## src/sv/matrix_vector_multiply_unit_macros.svh

```systemverilog
// Assertion macros shared by the matrix-vector multiply RTL.
// Needs clk_i and rst_ni in the scope where a macro is used.
`ifndef MATRIX_VECTOR_MULTIPLY_UNIT_MACROS_SVH
`define MATRIX_VECTOR_MULTIPLY_UNIT_MACROS_SVH

// Property checked on every rising clock edge outside reset.
`define MVM_ASSERT(label, prop, msg) \
  label: assert property (@(posedge clk_i) disable iff (!rst_ni) (prop)) else $error(msg);

// Condition that must never be true outside reset.
`define MVM_ASSERT_NEVER(label, cond, msg) \
  label: assert property (@(posedge clk_i) disable iff (!rst_ni) !(cond)) else $error(msg);

`endif

```

## src/sv/mvm_pkg.sv

```systemverilog
// Shared types and constants for the matrix-vector multiply unit.
// No dependencies.
package mvm_pkg;

  localparam int unsigned VAL_W  = 16;  // Q8.8 element
  localparam int unsigned PROD_W = 32;  // Q16.16 product
  localparam int unsigned ACC_W  = 48;  // Q32.16 row sum
  localparam int unsigned IDX_W  = 10;  // row index field
  localparam int unsigned CFG_W  = 11;  // size registers
  localparam int unsigned CFG_AW = 1;   // register index

  localparam int unsigned MAX_COLS_DEF = 1024;
  localparam int unsigned MAX_ROWS_DEF = 1024;
  localparam logic [CFG_W-1:0] SIZE_RESET = 11'd1024;

  localparam logic [CFG_AW-1:0] REG_ROWS = 1'b0;
  localparam logic [CFG_AW-1:0] REG_COLS = 1'b1;

  typedef enum logic {
    OP_LOAD   = 1'b0,
    OP_MATRIX = 1'b1
  } op_e;

  // Per-element tag that travels with a matrix element down the MAC pipe.
  typedef struct packed {
    logic             end_row;
    logic             last_row;
    logic [IDX_W-1:0] row_idx;
  } mac_tag_t;

  // Status from the MAC back to the front end.
  typedef struct packed {
    logic end_in_flight;  // row-ending element in the product stage
    logic out_full;       // result register holds an untaken request
  } mac_status_t;

endpackage

```

## src/sv/mvm_mac.sv

```systemverilog
// Multiply-accumulate back end: product register, row accumulator, result register.
// Depends on mvm_pkg and the assertion macro header.
`include "matrix_vector_multiply_unit_macros.svh"

module mvm_mac
  import mvm_pkg::*;
(
  input  logic                     clk_i,
  input  logic                     rst_ni,
  input  logic                     valid_i,
  input  logic signed [VAL_W-1:0]  mat_i,
  input  logic signed [VAL_W-1:0]  vec_i,
  input  mac_tag_t                 tag_i,
  output mac_status_t              status_o,
  output logic                     out_valid_o,
  input  logic                     out_stall_i,
  output logic signed [ACC_W-1:0]  row_sum_o,
  output logic [IDX_W-1:0]         row_index_o,
  output logic                     last_row_o
);

  logic                     prod_valid_q;
  logic signed [PROD_W-1:0] prod_q;
  mac_tag_t                 prod_tag_q;
  logic [ACC_W-1:0]         acc_q;
  logic [ACC_W-1:0]         sum;
  logic                     out_valid_q;
  logic [ACC_W-1:0]         out_sum_q;
  logic [IDX_W-1:0]         out_idx_q;
  logic                     out_last_q;

  assign sum = acc_q + {{(ACC_W-PROD_W){prod_q[PROD_W-1]}}, prod_q};

  always_ff @(posedge clk_i or negedge rst_ni) begin
    if (!rst_ni) begin
      prod_valid_q <= 1'b0;
      acc_q        <= '0;
      out_valid_q  <= 1'b0;
    end else begin
      prod_valid_q <= valid_i;
      if (out_valid_q && !out_stall_i) begin
        out_valid_q <= 1'b0;
      end
      if (prod_valid_q) begin
        if (prod_tag_q.end_row) begin
          // front end guarantees the result register is free here
          acc_q       <= '0;
          out_valid_q <= 1'b1;
        end else begin
          acc_q <= sum;
        end
      end
    end
  end

  always_ff @(posedge clk_i) begin
    if (valid_i) begin
      prod_q     <= mat_i * vec_i;
      prod_tag_q <= tag_i;
    end
    if (prod_valid_q && prod_tag_q.end_row) begin
      out_sum_q  <= sum;
      out_idx_q  <= prod_tag_q.row_idx;
      out_last_q <= prod_tag_q.last_row;
    end
  end

  assign status_o.end_in_flight = prod_valid_q && prod_tag_q.end_row;
  assign status_o.out_full      = out_valid_q;
  assign out_valid_o = out_valid_q;
  assign row_sum_o   = out_sum_q;
  assign row_index_o = out_idx_q;
  assign last_row_o  = out_last_q;

  `MVM_ASSERT_NEVER(a_no_result_overwrite, prod_valid_q && prod_tag_q.end_row && out_valid_q,
                    "row sum would overwrite an untaken result")
  `MVM_ASSERT(a_result_from_row_end, $rose(out_valid_q) |-> $past(status_o.end_in_flight),
              "result appeared without a row-ending element")

endmodule

```

## config.mk

```make
export PLATFORM = sky130hd
export DESIGN_NAME = mvm_mac
export DESIGN_NICKNAME = d
export VERILOG_FILES = /design/src/sv/mvm_pkg.sv /design/src/sv/mvm_mac.sv
export VERILOG_INCLUDE_DIRS = /design/src /design/src/sv
export SDC_FILE = /design/constraint.sdc
export NUM_CORES = 1
export LEC_CHECK = 0
export ABC_AREA = 0
export ABC_CLOCK_PERIOD_IN_PS = 5450
export CAP_MARGIN = 25
export CORE_ASPECT_RATIO = 1.75
export CORE_MARGIN = 5
export CORE_UTILIZATION = 39
export DETAILED_ROUTE_END_ITERATION = 8
export DONT_BUFFER_PORTS = 1
export PLACE_DENSITY_LB_ADDON = 0.12
export SYNTH_ARGS = -nofsm -noshare
export SYNTH_HDL_FRONTEND = slang
export SYNTH_SLANG_ARGS = --single-unit
```

## constraint.sdc

```tcl
create_clock -name clk_i -period 5.45 [get_ports clk_i]
set_input_delay 0.2725 -clock clk_i [delete_from_list [all_inputs] [get_ports clk_i]]
set_output_delay 0.2725 -clock clk_i [all_outputs]
set_load 0.01 [all_outputs]
```

---- After elaboration in Yosys (flattened, before gate mapping) ----
Cells that the tools add are included.
cells by class
  $add $sub $neg .......................... 1
  multipliers ............................. 1
  reduce and logical (&&, ||, !) cells .... 3
  multiplexer cells ....................... 4
operators by type and width
  operator           number
  $add 48x48->48     1
  $mux 48            1
  $mul 16x16->32     1
  $mux 1             3
  $logic_and 1x1->1  2
  $logic_not 1->1    1
storage, ports and cells
  output and inout bits ................... 62
  bits of input ports ..................... 48
  register bits after elaboration ......... 153
  logic and storage cells ................. 19

---- Longest topological paths before layout ----
  depth in word-level cells ............... 5
  gate-level depth with buffers ........... 27
  depth with buffers taken out ............ 25

---- Worst setup path before layout ----
Ideal clock, no wire load.
  path kind ............................... input to register
  from .................................... input port mat_i[15]
  to ...................................... register prod_q[30], data pin
  stages on the path ...................... 25
  buffers on the path ..................... 2
  library setup time ...................... 0.258 ns
  setup slack ............................. -0.590 ns
  data arrival time ....................... 5.783 ns
  data required time ...................... 5.192 ns
  path through ............................ clkbuf_1 nand2_1 inv_1 fa_1 inv_1 fa_1 fa_1 inv_1 fa_1 fa_1 inv_1 fa_1 inv_1 ha_1 clkbuf_1 a21o_1 a21o_1 a32oi_1 o311ai_1 a31o_2 o21ai_1 a21boi_0 o21a_1 nor2_1 xnor2_1
on the way
  longest elaborated chain between the ends .. 1
ends and longest elaborated chain
  what                  line           source
  from (decl)           mvm_mac.sv:11  input logic signed [VAL_W-1:0] mat_i,
  $mul 16x16->32        mvm_mac.sv:58  prod_q <= mat_i * vec_i;
  to (signal assigned)  mvm_mac.sv:58
  to (decl)             mvm_mac.sv:23  logic signed [PROD_W-1:0] prod_q;
No other way between the ends.
A chain may end at the register's enable or synchronous reset.

---- Worst setup path after layout ----
  from .................................... input port vec_i[10]
  to ...................................... register prod_q[30], data pin
on the way
  longest elaborated chain between the ends .. 1
ends and longest elaborated chain
  what            line           source
  from (decl)     mvm_mac.sv:12  input logic signed [VAL_W-1:0] vec_i,
  $mul 16x16->32  mvm_mac.sv:58
No other way between the ends.

==> impl_metrics.py <==
metrics = {
    "cts": {
        "path_clk_slew_ns": 0.06,
        "root_buffer": "clkbuf_16",
        "clk_latency_ns": 0.43,
        "clockBufferDepth": 2,
        "h-tree-depth": 4,
        "cts_tree": "built",
        "clock-sinks": 153,
        "cts_buffers": 17,
    },
    "logic_synthesis": {
        "synth_ff_type": "edfxtp_1",
        "syn_avg_cell_area_um2": 10.3,
        "synth_top_area_share_pct": 30.3,
        "synth-edff-count": 103,
        "ys_seq_elements": 153,
        "yosysMostFrequentCell": "inv_1",
        "synthTopCellsByCount": "inv_1 (331), fa_1 (263), nand2_1 (161)",
        "netlist_area_mm2": 0.0174,
        "synth-seq-area-share_pct": 25.0,
        "yosysUniqueCellTypes": 69,
        "synth_largest_area_cell": "fa_1",
        "synthCells": 1693,
        "synth_warnings": 0,
        "async_reset_ff_share_pct": 32.7,
        "syn_nets": 2133,
        "synth.area.top_cells": "fa_1 (30%), edfxtp_1 (18%), ha_1 (9.3%), dfrtp_1 (7.2%), inv_1 (7.2%)",
    },
    "worst_setup_path": {
        "worst-setup-path-type": "primary input to flip-flop",
        "cp.arrival_ns": 5.51,
        "crit_fanout": 16,
        "worst_r2r_path_depth": 11,
        "path_cells": "and2_4 -> fa_1 -> inv_2 -> fa_1 -> inv_1 -> fa_1 -> fa_1 -> fa_1 -> inv_1 -> fa_1 -> inv_2 -> ha_4 -> a2111oi_4 -> o21ai_2 -> a32oi_2 -> o311ai_4 -> a31o_2 -> o21ai_2 -> a21boi_2 -> o21a_1 -> nor2_2 -> xnor2_1",
        "end_kind": "flip-flop",
        "crit_required_ns": 5.64,
        "slowest_delay_ns": 0.55,
        "cp_slowest_cell": "fa_1",
        "crit_top_cell": "fa_1",
        "start_kind": "primary input",
    },
    "routing": {
        "drtAntennaViolNets": 0,
        "drc": 0,
        "viasPerCell": 4.97,
        "num_vias": 11600,
        "first_pass_iters": 4,
        "drtIter0Drc": 370,
        "wl_um": 41000,
        "wire_per_inst_um": 17.6,
    },
    "place": {
        "dp_cells": 2279,
        "dp_hpwl_um": 34000,
        "portBuffers": 0,
        "pre_cts_slack_ns": -0.499,
        "place_congestion": 0.862,
    },
    "sta": {
        "max_freq_mhz": 188,
        "rsz0062_at_grt": "true",
        "fin_crit_ns": 5.32,
        "skew_ns": 0.00724,
        "tightestPinTransition_ns": 0.998,
        "finalCritPeriodShare_pct": 97.7,
        "slew_violations": 0,
        "fin_ws_ns": 0.128,
        "setup_violations": 0,
        "slew-limit-headroom_pct": 33.4,
        "hold_viol": 0,
        "tns_ns": 0,
        "timing.hold.ws_ns": 0.0768,
    },
    "floorplanning": {
        "start_util_pct": 39.3,
        "pin_count": 110,
        "rows": 102,
        "fp.dieH_um": 289,
        "die-area_mm2": 0.0490,
        "die_x_um": 170,
        "fp.coreArea_mm2": 0.0442,
    },
    "finish": {
        "diodes": 0,
        "regArea_mm2": 0.00434,
        "multi_input_area_mm2": 0.0118,
        "layout.cells.non_filler": 2330,
        "syn2layout_area_growth_pct": 11.6,
        "nFillCells": 4358,
        "final_net_count": 2185,
        "drive_above_1_share_pct": 9.22,
    },
    "outcome": {
        "status": "completed",
    },
    "global_routing": {
        "antenna_found_initial": 0,
        "grt_pass1_vias": 13200,
        "grt_max_degree": 51,
        "grt_util_all_layers_pct": 17.6,
        "grt_overflow_total": 0,
        "grt_first_pass_wirelength_um": 68800,
    },
    "min_path": {
        "min_path_cells": 1,
        "holdCritPathClass": "primary input to flip-flop",
    },
    "job": {
        "drv_cap": 0,
    },
}
per-stage QoR:
stage | util (%) | cell area, µm²
finish | 43.9 | 19400
global placement | 41.9 | 18500
floorplan | - | 17500
CTS | 43.6 | 19300
detailed placement | 41.9 | 18500
global route | 43.9 | 19400
cell usage in the layout, fill, tap and decap left out, drive strengths merged, types with 50 or more instances in the layout:
| cell | Yosys | final |
|---|---|---|
| inv | 332 | 336 |
| ha | 129 | 129 |
| nor2 | 55 | 55 |
| nand2 | 161 | 161 |
| a21oi | 63 | 63 |
| dfrtp | 50 | 50 |
| edfxtp | 103 | 103 |
| xnor2 | 55 | 55 |
| buf | 9 | 74 |
| fa | 263 | 263 |
| and2 | 128 | 128 |
what timing repair did:
action	in CTS	in global routing
resized for setup	1	17
buffers inserted	0	2
hold buffers	16	0
endpoints found under the setup margin	1	6
pin swaps	0	6
hold endpoints to repair	108	0
layer usage:
metal / wire, µm / vias to the layer above / share of wire, % / track usage [%]
met2: 22400 / 203 / 55 / 33.9
met3: 1300 / 59 / 3.2 / 2.40
met5: 0 / - / 0 / 0
li1: - / 5530 / - / -
met1: 16200 / 5792 / 40 / 19.8
met4: 1120 / 0 / 2.7 / 5.68
area by class of cell:
class                      instances  share of cell area (%)
multi-input combinational       1153                    60.7
sequential                       153                    22.4
inverter                         332                    6.43
timing repair buffer              88                    3.90
tap                              572                    3.69
clock buffer                      19                    2.23
clock inverter                    13                   0.626
flip-flops by register name (all words and copies together), names as in the netlist:
signal        cells
acc_q            48
row_sum_o        48
prod_q           32
prod_tag_q       12
row_index_o      10
last_row_o        1
out_valid_o       1
prod_valid_q      1
worst max-delay path, delay by kind of cell:
| family | cells | cell delay (ns) |
|---|---|---|
| adders and majority gates | 7 | 3.23 |
| AOI/OAI and AO/OA | 8 | 1.50 |
| and+or+nand+nor | 2 | 0.25 |
| buffers and inverters | 4 | 0.18 |
| xor gates and xnor gates | 1 | 0.06 |
worst paths after layout:
check	start	endpoint	slack (ns)
min in group asynchronous	rst_ni	acc_q[4]	0.35
setup reg to reg	prod_q[31]	acc_q[47]	1.64
setup / recovery	vec_i[10]	prod_q[30]	0.13
hold / removal	vec_i[0]	prod_q[0]	0.08
hold reg to reg	prod_tag_q[1]	row_index_o[1]	0.42
max in group asynchronous	rst_ni	acc_q[26]	4.82
cell families after synthesis:
family,Yosys count,synth area share (%)
AND/OR/NAND/NOR,423,12.2
adder cells (fa/ha/maj),392,39.6
buffers and inverters,387,8.51
AO/OA/AOI/OAI,257,10.6
flip-flops,153,25.0
XOR/XNOR,81,4.13
Power is left out: the tool's default activity adds up to more than one toggle a clock period on the data nets, which glitch-free logic cannot reach.
